[config.mk]
export PLATFORM = sky130hd
export DESIGN_NAME = chebyshev_escape_time_core
export DESIGN_NICKNAME = d
export VERILOG_FILES = /design/src/hw/rtl/cet_pkg.sv /design/src/hw/rtl/cet_front.sv /design/src/hw/rtl/cet_fxmul.sv /design/src/hw/rtl/cet_back.sv /design/src/hw/rtl/chebyshev_escape_time_core.sv
export SDC_FILE = /design/constraint.sdc
export NUM_CORES = 2
export LEC_CHECK = 0
export BUFFER_PORTS_ARGS = -buffer_cell sky130_fd_sc_hd__buf_4
export CAP_MARGIN = 40
export CORE_ASPECT_RATIO = 2
export CORE_MARGIN = 2
export CORE_UTILIZATION = 50
export CTS_CLUSTER_DIAMETER = 150
export DETAILED_ROUTE_END_ITERATION = 8
export PLACE_DENSITY = 0.74
export SYNTH_ARGS = -nofsm -noshare
export SYNTH_HDL_FRONTEND = slang
export SYNTH_SLANG_ARGS = --single-unit
[constraint.sdc]
create_clock -name clk_i -period 29 [get_ports clk_i]
set_clock_uncertainty 0.2 [all_clocks]
set_input_delay 2.9 -clock clk_i [delete_from_list [all_inputs] [get_ports clk_i]]
set_output_delay 2.9 -clock clk_i [all_outputs]
set_load 0.01 [all_outputs]
[src/hw/rtl/cet_pkg.sv]
// Shared types, constants and saturating helpers for the Chebyshev escape-time core.
// No dependencies; every other file refers to this package by scoped names.
package cet_pkg;

  localparam int FixW    = 48;  // Q24.24 working format
  localparam int FracW   = 24;
  localparam int InW     = 32;  // Q4.28 input format
  localparam int IterW   = 12;
  localparam int BailW   = 16;
  localparam int DegCfgW = 4;
  localparam int MagW    = 32;
  localparam int LimPadW = FixW - BailW - FracW;

  localparam int CfgIdxW  = 2;
  localparam int CfgDataW = 16;

  // Register indexes on the configuration port
  localparam logic [CfgIdxW-1:0] CfgMaxIter = 2'd0;
  localparam logic [CfgIdxW-1:0] CfgBailout = 2'd1;
  localparam logic [CfgIdxW-1:0] CfgDegree  = 2'd2;

  localparam logic [IterW-1:0]   MaxIterRst = 12'd256;
  localparam logic [BailW-1:0]   BailoutRst = 16'd1000;
  localparam logic [DegCfgW-1:0] DegreeRst  = 4'd4;

  typedef logic signed [FixW-1:0] fix_t;

  localparam fix_t FixOne = 48'sh0000_0100_0000;
  localparam fix_t FixMax = 48'sh7FFF_FFFF_FFFF;
  localparam fix_t FixMin = 48'sh8000_0000_0000;

  typedef struct packed {
    logic signed [InW-1:0] c_real;
    logic signed [InW-1:0] c_imag;
  } in_item_t;

  typedef struct packed {
    logic [IterW-1:0] iteration_count;
    logic             escaped;
    logic [MagW-1:0]  final_mag_sq;
  } out_item_t;

  // Point after conversion to the working format
  typedef struct packed {
    fix_t c_re;
    fix_t c_im;
  } pt_t;

  typedef struct packed {
    logic [IterW-1:0] max_iterations;
    logic [BailW-1:0] bailout_sq;
  } cfg_t;

  function automatic fix_t sat_sum(logic signed [FixW:0] s);
    fix_t r;
    if (s[FixW] != s[FixW-1]) begin
      r = s[FixW] ? FixMin : FixMax;
    end else begin
      r = s[FixW-1:0];
    end
    return r;
  endfunction

  function automatic fix_t fx_add(fix_t a, fix_t b);
    logic signed [FixW:0] s;
    s = (FixW+1)'(a) + (FixW+1)'(b);
    return sat_sum(s);
  endfunction

  function automatic fix_t fx_sub(fix_t a, fix_t b);
    logic signed [FixW:0] s;
    s = (FixW+1)'(a) - (FixW+1)'(b);
    return sat_sum(s);
  endfunction

endpackage

[src/hw/rtl/cet_front.sv]
// Front end: configuration registers, input conversion to Q24.24 and a short point queue.
// Depends on cet_pkg.
module cet_front #(
  parameter int MAX_DEGREE = 8,
  parameter int DegW       = 4
) (
  input  logic                          clk_i,
  input  logic                          rst_ni,
  input  logic                          cfg_valid_i,
  output logic                          cfg_ready_o,
  input  logic [cet_pkg::CfgIdxW-1:0]   cfg_index_i,
  input  logic [cet_pkg::CfgDataW-1:0]  cfg_data_i,
  input  logic                          in_valid_i,
  output logic                          in_ready_o,
  input  cet_pkg::in_item_t             in_item_i,
  output cet_pkg::cfg_t                 cfg_o,
  output logic [DegW-1:0]               deg_o,
  output logic                          pt_valid_o,
  input  logic                          pt_ready_i,
  output cet_pkg::pt_t                  pt_o
);

  localparam int QDepth = 2;  // power of two so the pointers wrap by themselves
  localparam int QPtrW  = $clog2(QDepth);
  localparam int PadW   = cet_pkg::FixW - (cet_pkg::InW - 4);

  logic [cet_pkg::IterW-1:0]   max_iter_q;
  logic [cet_pkg::BailW-1:0]   bailout_q;
  logic [cet_pkg::DegCfgW-1:0] degree_q;

  cet_pkg::pt_t     q_mem_q [QDepth];
  logic [QPtrW-1:0] wr_ptr_q, wr_ptr_d;
  logic [QPtrW-1:0] rd_ptr_q, rd_ptr_d;
  logic [QPtrW:0]   cnt_q, cnt_d;
  logic             push, pop;
  cet_pkg::pt_t     pt_conv;

  assign cfg_ready_o = 1'b1;

  always_ff @(posedge clk_i or negedge rst_ni) begin
    if (!rst_ni) begin
      max_iter_q <= cet_pkg::MaxIterRst;
      bailout_q  <= cet_pkg::BailoutRst;
      degree_q   <= cet_pkg::DegreeRst;
    end else if (cfg_valid_i) begin
      case (cfg_index_i)
        cet_pkg::CfgMaxIter: max_iter_q <= cfg_data_i[cet_pkg::IterW-1:0];
        cet_pkg::CfgBailout: bailout_q  <= cfg_data_i[cet_pkg::BailW-1:0];
        cet_pkg::CfgDegree:  degree_q   <= cfg_data_i[cet_pkg::DegCfgW-1:0];
        default: ;
      endcase
    end
  end

  assign cfg_o.max_iterations = max_iter_q;
  assign cfg_o.bailout_sq     = bailout_q;

  // Clamp the degree to what the recurrence supports
  always_comb begin
    if (32'(degree_q) > MAX_DEGREE) begin
      deg_o = DegW'(MAX_DEGREE);
    end else begin
      deg_o = DegW'(degree_q);
    end
  end

  // Q4.28 to Q24.24: arithmetic shift right by four
  assign pt_conv.c_re = {{PadW{in_item_i.c_real[cet_pkg::InW-1]}},
                         in_item_i.c_real[cet_pkg::InW-1:4]};
  assign pt_conv.c_im = {{PadW{in_item_i.c_imag[cet_pkg::InW-1]}},
                         in_item_i.c_imag[cet_pkg::InW-1:4]};

  assign in_ready_o = (cnt_q < (QPtrW+1)'(QDepth));
  assign pt_valid_o = (cnt_q != '0);
  assign pt_o       = q_mem_q[rd_ptr_q];

  assign push = in_valid_i && in_ready_o;
  assign pop  = pt_valid_o && pt_ready_i;

  always_comb begin
    wr_ptr_d = push ? wr_ptr_q + 1'b1 : wr_ptr_q;
    rd_ptr_d = pop  ? rd_ptr_q + 1'b1 : rd_ptr_q;
    cnt_d    = cnt_q;
    if (push && !pop) begin
      cnt_d = cnt_q + 1'b1;
    end else if (pop && !push) begin
      cnt_d = cnt_q - 1'b1;
    end
  end

  always_ff @(posedge clk_i or negedge rst_ni) begin
    if (!rst_ni) begin
      wr_ptr_q <= '0;
      rd_ptr_q <= '0;
      cnt_q    <= '0;
    end else begin
      wr_ptr_q <= wr_ptr_d;
      rd_ptr_q <= rd_ptr_d;
      cnt_q    <= cnt_d;
    end
  end

  always_ff @(posedge clk_i) begin
    if (push) begin
      q_mem_q[wr_ptr_q] <= pt_conv;
    end
  end

endmodule

[src/hw/rtl/cet_fxmul.sv]
// Sequential Q24.24 multiplier: one 24x24 partial product per cycle, saturating result.
// Depends on cet_pkg.
module cet_fxmul (
  input  logic          clk_i,
  input  logic          rst_ni,
  input  logic          start_i,
  input  cet_pkg::fix_t a_i,
  input  cet_pkg::fix_t b_i,
  output logic          done_o,
  output cet_pkg::fix_t p_o
);

  localparam int HalfW = cet_pkg::FracW;
  localparam int ProdW = 2 * HalfW;
  localparam int AccW  = ProdW + 3;

  localparam logic [2:0] StepHh  = 3'd0;
  localparam logic [2:0] StepHl  = 3'd1;
  localparam logic [2:0] StepLh  = 3'd2;
  localparam logic [2:0] StepLl  = 3'd3;
  localparam logic [2:0] StepLow = 3'd4;
  localparam logic [2:0] StepFin = 3'd5;

  logic             busy_q;
  logic [2:0]       step_q;
  logic             done_q;
  logic [HalfW-1:0] ah_q, al_q, bh_q, bl_q;
  logic             neg_q;
  logic             big_q;
  logic [ProdW-1:0] prod_q;
  logic [AccW-1:0]  acc_q;
  cet_pkg::fix_t    p_q;

  logic [ProdW-1:0] ma, mb;
  logic [HalfW-1:0] op_a, op_b;
  logic [ProdW-1:0] prod_d;
  logic [ProdW:0]   mag;
  logic signed [cet_pkg::FixW-1:0] mag_s;
  cet_pkg::fix_t    res;

  assign ma = a_i[cet_pkg::FixW-1] ? ProdW'(-a_i) : ProdW'(a_i);
  assign mb = b_i[cet_pkg::FixW-1] ? ProdW'(-b_i) : ProdW'(b_i);

  always_comb begin
    case (step_q)
      StepHh:  begin op_a = ah_q; op_b = bh_q; end
      StepHl:  begin op_a = ah_q; op_b = bl_q; end
      StepLh:  begin op_a = al_q; op_b = bh_q; end
      default: begin op_a = al_q; op_b = bl_q; end
    endcase
    prod_d = ProdW'(op_a) * ProdW'(op_b);
  end

  // Clamp the magnitude to 2^48, then apply the sign and saturate
  always_comb begin
    if (big_q || acc_q > (AccW'(1) << ProdW)) begin
      mag = (ProdW+1)'(1) << ProdW;
    end else begin
      mag = acc_q[ProdW:0];
    end
    mag_s = {1'b0, mag[ProdW-2:0]};
    if (mag[ProdW] || mag[ProdW-1]) begin
      res = neg_q ? cet_pkg::FixMin : cet_pkg::FixMax;
    end else begin
      res = neg_q ? -mag_s : mag_s;
    end
  end

  always_ff @(posedge clk_i or negedge rst_ni) begin
    if (!rst_ni) begin
      busy_q <= 1'b0;
      step_q <= StepHh;
      done_q <= 1'b0;
    end else begin
      done_q <= busy_q && (step_q == StepFin);
      if (start_i) begin
        busy_q <= 1'b1;
        step_q <= StepHh;
      end else if (busy_q) begin
        if (step_q == StepFin) begin
          busy_q <= 1'b0;
        end else begin
          step_q <= step_q + 1'b1;
        end
      end
    end
  end

  always_ff @(posedge clk_i) begin
    if (start_i) begin
      ah_q  <= ma[ProdW-1:HalfW];
      al_q  <= ma[HalfW-1:0];
      bh_q  <= mb[ProdW-1:HalfW];
      bl_q  <= mb[HalfW-1:0];
      neg_q <= a_i[cet_pkg::FixW-1] != b_i[cet_pkg::FixW-1];
    end else if (busy_q) begin
      case (step_q)
        StepHh: prod_q <= prod_d;
        StepHl: begin
          big_q  <= |prod_q[ProdW-1:HalfW-1];
          acc_q  <= {prod_q[AccW-HalfW-1:0], {HalfW{1'b0}}};
          prod_q <= prod_d;
        end
        StepLh: begin
          acc_q  <= acc_q + AccW'(prod_q);
          prod_q <= prod_d;
        end
        StepLl: begin
          acc_q  <= acc_q + AccW'(prod_q);
          prod_q <= prod_d;
        end
        StepLow: acc_q <= acc_q + AccW'(prod_q[ProdW-1:HalfW]);
        StepFin: p_q <= res;
        default: ;
      endcase
    end
  end

  assign done_o = done_q;
  assign p_o    = p_q;

endmodule

[src/hw/rtl/cet_back.sv]
// Back end: escape-time iteration sequencer, Chebyshev recurrence and result register.
// Depends on cet_pkg and cet_fxmul.
module cet_back #(
  parameter int DegW = 4
) (
  input  logic               clk_i,
  input  logic               rst_ni,
  input  cet_pkg::cfg_t      cfg_i,
  input  logic [DegW-1:0]    deg_i,
  input  logic               pt_valid_i,
  output logic               pt_ready_o,
  input  cet_pkg::pt_t       pt_i,
  output logic               out_valid_o,
  input  logic               out_ready_i,
  output cet_pkg::out_item_t out_item_o
);

  localparam logic [3:0] StIdle  = 4'd0;
  localparam logic [3:0] StCheck = 4'd1;
  localparam logic [3:0] StSqRe  = 4'd2;
  localparam logic [3:0] StSqIm  = 4'd3;
  localparam logic [3:0] StCmp   = 4'd4;
  localparam logic [3:0] StPa    = 4'd5;
  localparam logic [3:0] StPb    = 4'd6;
  localparam logic [3:0] StPc    = 4'd7;
  localparam logic [3:0] StPd    = 4'd8;
  localparam logic [3:0] StPe    = 4'd9;
  localparam logic [3:0] StDbl   = 4'd10;
  localparam logic [3:0] StComb  = 4'd11;
  localparam logic [3:0] StZUpd  = 4'd12;
  localparam logic [3:0] StFin   = 4'd13;

  logic [3:0] state_q, state_d;
  logic [cet_pkg::IterW-1:0] iter_q, iter_d;
  logic       out_valid_q, out_valid_d;
  cet_pkg::out_item_t out_item_q;

  cet_pkg::fix_t c_re_q, c_im_q, zr_q, zi_q, t0_q, t1_q;
  cet_pkg::fix_t pr_q, pi_q, cr_q, ci_q, mag_q;
  logic          esc_q;
  logic [DegW-1:0] k_q;

  logic          mul_start, mul_done;
  cet_pkg::fix_t mul_a, mul_b, mul_p;

  logic          at_limit, over, deg_lin, recur_more, out_free;
  logic [DegW:0] k_inc;
  logic [cet_pkg::FixW-1:0] limit;

  cet_fxmul u_fxmul (
    .clk_i   (clk_i),
    .rst_ni  (rst_ni),
    .start_i (mul_start),
    .a_i     (mul_a),
    .b_i     (mul_b),
    .done_o  (mul_done),
    .p_o     (mul_p)
  );

  assign limit      = {{cet_pkg::LimPadW{1'b0}}, cfg_i.bailout_sq, {cet_pkg::FracW{1'b0}}};
  assign at_limit   = (iter_q == cfg_i.max_iterations);
  assign over       = ($unsigned(mag_q) > limit);
  assign deg_lin    = (deg_i == '0) || (deg_i == DegW'(1));
  assign k_inc      = {1'b0, k_q} + 1'b1;
  assign recur_more = (k_inc < {1'b0, deg_i});
  assign out_free   = !out_valid_q || out_ready_i;
  assign pt_ready_o = (state_q == StIdle);

  // Multiplier issue: square terms for the check, four products per recurrence step
  always_comb begin
    mul_start = 1'b0;
    mul_a     = zr_q;
    mul_b     = zr_q;
    case (state_q)
      StCheck: mul_start = !at_limit;
      StSqRe: begin
        mul_start = mul_done;
        mul_a     = zi_q;
        mul_b     = zi_q;
      end
      StPa: begin
        mul_start = 1'b1;
        mul_b     = cr_q;
      end
      StPb: begin
        mul_start = mul_done;
        mul_a     = zi_q;
        mul_b     = ci_q;
      end
      StPc: begin
        mul_start = mul_done;
        mul_b     = ci_q;
      end
      StPd: begin
        mul_start = mul_done;
        mul_a     = zi_q;
        mul_b     = cr_q;
      end
      default: ;
    endcase
  end

  always_comb begin
    state_d     = state_q;
    iter_d      = iter_q;
    out_valid_d = out_valid_q && !out_ready_i;
    case (state_q)
      StIdle: begin
        if (pt_valid_i) begin
          state_d = StCheck;
          iter_d  = '0;
        end
      end
      StCheck: state_d = at_limit ? StFin : StSqRe;
      StSqRe:  if (mul_done) state_d = StSqIm;
      StSqIm:  if (mul_done) state_d = StCmp;
      StCmp: begin
        if (over) begin
          state_d = StFin;
        end else if (deg_lin) begin
          state_d = StCheck;
          iter_d  = iter_q + 1'b1;
        end else begin
          state_d = StPa;
        end
      end
      StPa:    state_d = StPb;
      StPb:    if (mul_done) state_d = StPc;
      StPc:    if (mul_done) state_d = StPd;
      StPd:    if (mul_done) state_d = StPe;
      StPe:    if (mul_done) state_d = StDbl;
      StDbl:   state_d = StComb;
      StComb:  state_d = recur_more ? StPa : StZUpd;
      StZUpd: begin
        state_d = StCheck;
        iter_d  = iter_q + 1'b1;
      end
      StFin: begin
        // hold the finished point until the result register frees up
        if (out_free) begin
          state_d     = StIdle;
          out_valid_d = 1'b1;
        end
      end
      default: state_d = StIdle;
    endcase
  end

  always_ff @(posedge clk_i or negedge rst_ni) begin
    if (!rst_ni) begin
      state_q     <= StIdle;
      iter_q      <= '0;
      out_valid_q <= 1'b0;
    end else begin
      state_q     <= state_d;
      iter_q      <= iter_d;
      out_valid_q <= out_valid_d;
    end
  end

  always_ff @(posedge clk_i) begin
    case (state_q)
      StIdle: begin
        if (pt_valid_i) begin
          c_re_q <= pt_i.c_re;
          c_im_q <= pt_i.c_im;
          zr_q   <= '0;
          zi_q   <= '0;
        end
      end
      StCheck: esc_q <= 1'b0;
      StSqRe:  if (mul_done) t0_q <= mul_p;
      StSqIm:  if (mul_done) mag_q <= cet_pkg::fx_add(t0_q, mul_p);
      StCmp: begin
        if (over) begin
          esc_q <= 1'b1;
        end else if (deg_i == '0) begin
          zr_q <= cet_pkg::fx_add(cet_pkg::FixOne, c_re_q);
          zi_q <= c_im_q;
        end else if (deg_i == DegW'(1)) begin
          zr_q <= cet_pkg::fx_add(zr_q, c_re_q);
          zi_q <= cet_pkg::fx_add(zi_q, c_im_q);
        end else begin
          pr_q <= cet_pkg::FixOne;
          pi_q <= '0;
          cr_q <= zr_q;
          ci_q <= zi_q;
          k_q  <= DegW'(1);
        end
      end
      StPb: if (mul_done) t0_q <= mul_p;
      StPc: if (mul_done) t0_q <= cet_pkg::fx_sub(t0_q, mul_p);
      StPd: if (mul_done) t1_q <= mul_p;
      StPe: if (mul_done) t1_q <= cet_pkg::fx_add(t1_q, mul_p);
      StDbl: begin
        t0_q <= cet_pkg::fx_add(t0_q, t0_q);
        t1_q <= cet_pkg::fx_add(t1_q, t1_q);
      end
      StComb: begin
        cr_q <= cet_pkg::fx_sub(t0_q, pr_q);
        ci_q <= cet_pkg::fx_sub(t1_q, pi_q);
        pr_q <= cr_q;
        pi_q <= ci_q;
        k_q  <= k_inc[DegW-1:0];
      end
      StZUpd: begin
        zr_q <= cet_pkg::fx_add(cr_q, c_re_q);
        zi_q <= cet_pkg::fx_add(ci_q, c_im_q);
      end
      StFin: begin
        if (out_free) begin
          out_item_q.iteration_count <= iter_q;
          out_item_q.escaped         <= esc_q;
          if (!esc_q) begin
            out_item_q.final_mag_sq <= '0;
          end else if (|mag_q[cet_pkg::FixW-1:cet_pkg::MagW+8]) begin
            out_item_q.final_mag_sq <= '1;
          end else begin
            out_item_q.final_mag_sq <= mag_q[cet_pkg::MagW+7:8];
          end
        end
      end
      default: ;
    endcase
  end

  assign out_valid_o = out_valid_q;
  assign out_item_o  = out_item_q;

endmodule

[src/hw/rtl/chebyshev_escape_time_core.sv]
// Chebyshev escape-time core: iterates z = T_degree(z) + c per point in Q24.24.
// Depends on cet_pkg, cet_front, cet_back (which holds cet_fxmul).
//
// Usage:
//   Input channel (in_valid_i/in_ready_o/in_item_i) takes one point c in Q4.28.
//   Output channel (out_valid_o/out_ready_i/out_item_o) gives one result per point,
//   in order: escape iteration, escaped flag and |z|^2 in Q16.16.
//   Configuration channel (cfg_valid_i/cfg_ready_o/cfg_index_i/cfg_data_i) is always
//   ready; write it only while no point is in flight. Unknown indexes are dropped.
// Timing:
//   Points are evaluated one at a time. Each product goes through one shared
//   multiplier that builds it from four 24x24 partial products. Every iteration needs
//   two square products, and degree 2 or more adds four products per recurrence step.
//   A two-entry queue ahead of the iteration engine keeps accepting points while
//   one is evaluated; a finished result waits in the output register.
// Reset: clears the queue and output valid, restores max_iterations 256,
//   bailout 1000 and degree 4. A stalled receiver holds the result and, once the
//   queue is full, in_ready_o drops.
module chebyshev_escape_time_core #(
  parameter int MAX_DEGREE = 8
) (
  input  logic                          clk_i,
  input  logic                          rst_ni,
  input  logic                          cfg_valid_i,
  output logic                          cfg_ready_o,
  input  logic [cet_pkg::CfgIdxW-1:0]   cfg_index_i,
  input  logic [cet_pkg::CfgDataW-1:0]  cfg_data_i,
  input  logic                          in_valid_i,
  output logic                          in_ready_o,
  input  cet_pkg::in_item_t             in_item_i,
  output logic                          out_valid_o,
  input  logic                          out_ready_i,
  output cet_pkg::out_item_t            out_item_o
);

  localparam int DegW = $clog2(MAX_DEGREE + 1);

  cet_pkg::cfg_t   cfg;
  logic [DegW-1:0] deg;
  logic            pt_valid, pt_ready;
  cet_pkg::pt_t    pt;

  cet_front #(
    .MAX_DEGREE (MAX_DEGREE),
    .DegW       (DegW)
  ) u_front (
    .clk_i       (clk_i),
    .rst_ni      (rst_ni),
    .cfg_valid_i (cfg_valid_i),
    .cfg_ready_o (cfg_ready_o),
    .cfg_index_i (cfg_index_i),
    .cfg_data_i  (cfg_data_i),
    .in_valid_i  (in_valid_i),
    .in_ready_o  (in_ready_o),
    .in_item_i   (in_item_i),
    .cfg_o       (cfg),
    .deg_o       (deg),
    .pt_valid_o  (pt_valid),
    .pt_ready_i  (pt_ready),
    .pt_o        (pt)
  );

  cet_back #(
    .DegW (DegW)
  ) u_back (
    .clk_i       (clk_i),
    .rst_ni      (rst_ni),
    .cfg_i       (cfg),
    .deg_i       (deg),
    .pt_valid_i  (pt_valid),
    .pt_ready_o  (pt_ready),
    .pt_i        (pt),
    .out_valid_o (out_valid_o),
    .out_ready_i (out_ready_i),
    .out_item_o  (out_item_o)
  );

endmodule

==> results.ini <==
[logic_synthesis]
synth_cell_type_count = 103
synth_area_leaders = edfxtp_1, fa_1, ha_1
synth_common_cells = nor2_1, nand2_1, inv_1
yosysSeqAreaShare_pct = 31.1
synth_top_area_share_pct = 29.5
syn_nets = 11400
synth_ff_type = edfxtp_1
synthMostInstantiatedCell = nor2_1
yosysTopAreaCell = edfxtp_1
synth_edf_count = 895
yosysWarnings = 0
ys_seq_elements = 953
synthArstFlopShare_pct = 6.09
syn-mean-instance-area_sq_um = 9.03
synthCells = 10100
synth_area_sq_mm = 0.0911

[clocking]
cts.path.max_buffers = 3
cts_tree = done
clkTransAtPathRegs_ns = 0.07
clk_latency_ns = 0.76
ctsHoldBuffers = 0
cts_buffers = 95
cts_resized = 0
clk_root_buffer_cell = clkbuf_16
cts_sinks = 953
htreeDepth = 3
postCtsSetupBuffers = 0

[worst_setup_path]
reg2reg_from = u_back.u_fxmul.step_q[1]
cp_num_cells = 29
cp_top_family = adder cells
max_stage_delay_ns = 0.80
startpoint = u_back.u_fxmul.step_q[1]
cp.required_ns = 29.31
critPathKind = flip-flop to flip-flop
critical_path.startpoint_type = flip-flop
r2r_cells = 29
path_max_fanout = 39
ff2ff_setup_slack_ns = 18.69
crit_end = u_back.u_fxmul.prod_q[45]
cp_slowest_cell = mux2_2
cp_num_buf_inv = 8
arrival_ns = 10.62
worstSetupEndpointType = flip-flop
timing.rr.end = u_back.u_fxmul.prod_q[45]

[routing]
drt_iter0_markers = 6833
antenna_left = 0
first_pass_iters = 6
wirelength_um = 384000
vias_per_cell = 6.34
avgRoutedWirePerCell_um = 30.8
vias = 79200
drc = 0

[cells_and_area]
fin_cells = 12500
fillCellCount = 16400
regArea_sq_mm = 0.0283
area_growth_syn_to_layout_pct = 8.32
multi_input_area_sq_mm = 0.0580
num-nets-final = 11300
drive_gt1_share_pct = 8.04

[placement]
dp.cells = 12300
gp_congestion = 1.12
hpwlAfterDp_um = 305000
port_buffers = 125

[sta]
finalHoldViolCount = 0
hold_ws_ns = 0.311
relSlewSlack_pct = 28.9
tightest_slew_ns = 1.07
setup_tns_ns = 0
finalCriticalPeriod_ns = 10.31
grt_setup_unrepaired = false
fmax_mhz = 97.0
slew_viol_final = 0
setup_viol = 0
period_share_pct = 35.5

[floorplan]
io_pins = 135
dieArea_sq_mm = 0.186
initial_utilization_pct = 50.3
chipWidth_um = 306
core.rowCount = 221
core_area_sq_mm = 0.181
die-height_um = 608

[min_path]
worstHoldStart = u_front.bailout_q[13]
hold_class = flip-flop to flip-flop

[outcome]
run_status = completed

[grt]
grt_util_all_layers_pct = 41.2
grt_pass1_vias = 80200
grt_overflow_total = 0
grt_max_degree = 103
grt_first_pass_wirelength_um = 549000
antenna_found_initial = 22

[job]
max_cap_violations = 0

[through the flow]
step                      worst slack [ns]  instance area [sq um]  util, %
after detailed placement             18.89                  95100     52.5
after floorplan                      17.52                  91100        -
final                                18.69                  98700     54.5
after global placement               18.89                  94800     52.3
after CTS                            18.83                  98500     54.4
after global routing                 18.42                  98600     54.5
[registers in the layout (all words and copies together) (netlist names), 28 cells and up]
register	count
u_back.zr_q	48
u_back.c_im_q	28
u_back.t1_q	48
u_back.out_item_o	45
u_back.mag_q	48
u_back.u_fxmul.p_o	48
u_back.pr_q	48
u_back.pi_q	48
u_back.c_re_q	28
u_back.zi_q	48
u_back.ci_q	48
u_back.t0_q	48
u_back.cr_q	48
u_back.u_fxmul.prod_q	48
u_front.q_mem_q	112
u_back.u_fxmul.acc_q	51
[final cells by class]
| type | count | share of cell area [%] |
|---|---|---|
| multi-input combinational | 7760 | 58.7 |
| sequential | 953 | 28.7 |
| inverter | 912 | 3.47 |
| tap | 2341 | 2.97 |
| timing repair buffer | 318 | 2.62 |
| clock buffer | 104 | 2.52 |
| clock inverter | 73 | 0.905 |
| antenna | 23 | 0.0583 |
[cells in the final DEF, fill, tap and decap left out, types with 35 or more instances in the layout]
| master | Yosys | layout |
|---|---|---|
| nor2_1 | 991 | 978 |
| o21ai_0 | 724 | 719 |
| a21oi_1 | 708 | 705 |
| a21o_1 | 263 | 263 |
| or3_1 | 41 | 40 |
| a221oi_1 | 35 | 35 |
| o21a_1 | 89 | 89 |
| o21ai_1 | 42 | 43 |
| a22oi_1 | 48 | 48 |
| inv_1 | 911 | 910 |
| xnor2_1 | 408 | 405 |
| o31ai_1 | 59 | 58 |
| nand4_1 | 90 | 90 |
| o211ai_1 | 45 | 45 |
| a31oi_1 | 86 | 86 |
| o21bai_1 | 96 | 95 |
| and3_1 | 79 | 79 |
| clkbuf_16 | 0 | 98 |
| nand3_1 | 186 | 185 |
| xor2_1 | 203 | 202 |
| nand2_1 | 913 | 913 |
| ha_1 | 695 | 695 |
| and2_1 | 152 | 151 |
| mux2_2 | 161 | 161 |
| dfrtp_1 | 50 | 48 |
| maj3_1 | 40 | 40 |
| a211oi_1 | 75 | 73 |
| edfxtp_1 | 895 | 895 |
| o22ai_1 | 73 | 73 |
| fa_1 | 492 | 492 |
| mux2i_1 | 100 | 67 |
| nor3_1 | 176 | 173 |
| nand2b_1 | 95 | 95 |
| buf_4 | 3 | 287 |
| nor4_1 | 47 | 47 |
| nor2b_1 | 78 | 77 |
[how the worst min path moves through the flow]
| stage | end | slack [ns] | cells past startpoint |
|---|---|---|---|
| after floorplan | u_back.out_item_o[35] | 0.22 | 0 |
| after global placement | u_front.bailout_q[4] | 0.29 | 1 |
| after detailed placement | u_front.bailout_q[4] | 0.30 | 1 |
| after CTS | u_front.bailout_q[13] | 0.31 | 1 |
| after global routing | u_front.bailout_q[15] | 0.33 | 1 |
| final | u_front.bailout_q[13] | 0.31 | 1 |
[logic make-up after synthesis]
logic type | after synthesis | share of synthesized area (%)
compound gates | 2651 | 18.2
other cells | 1 | 0.00412
flops | 953 | 31.1
fa+ha+maj | 1227 | 20.8
buf+inv | 1372 | 5.73
mux | 261 | 3.09
xor+xnor | 611 | 5.87
simple gates | 3009 | 15.2
[worst reg2reg max path: cells and delay by family (launching register included)]
kind | cells | cell delay [ns]
AND/OR/NAND/NOR | 3 | 0.57
flip-flops | 1 | 0.49
XOR/XNOR | 1 | 0.38
adder cells (fa/ha/maj) | 9 | 4.17
AO/OA/AOI/OAI | 7 | 2.41
multiplexers | 1 | 0.82
buffers and inverters | 8 | 1.04
[metal layers]
metal  vias up  global-route usage (%)  wire, um
li1      35600                       -         -
met2      3509                    70.0    186000
met5         -                       0        98
met4        14                    48.9     56500
met3      1418                    7.80     22000
met1     38700                    38.4    120000
Power is not shown: default switching activity piles up to over one toggle a cycle in this logic, so the estimate is an artifact.
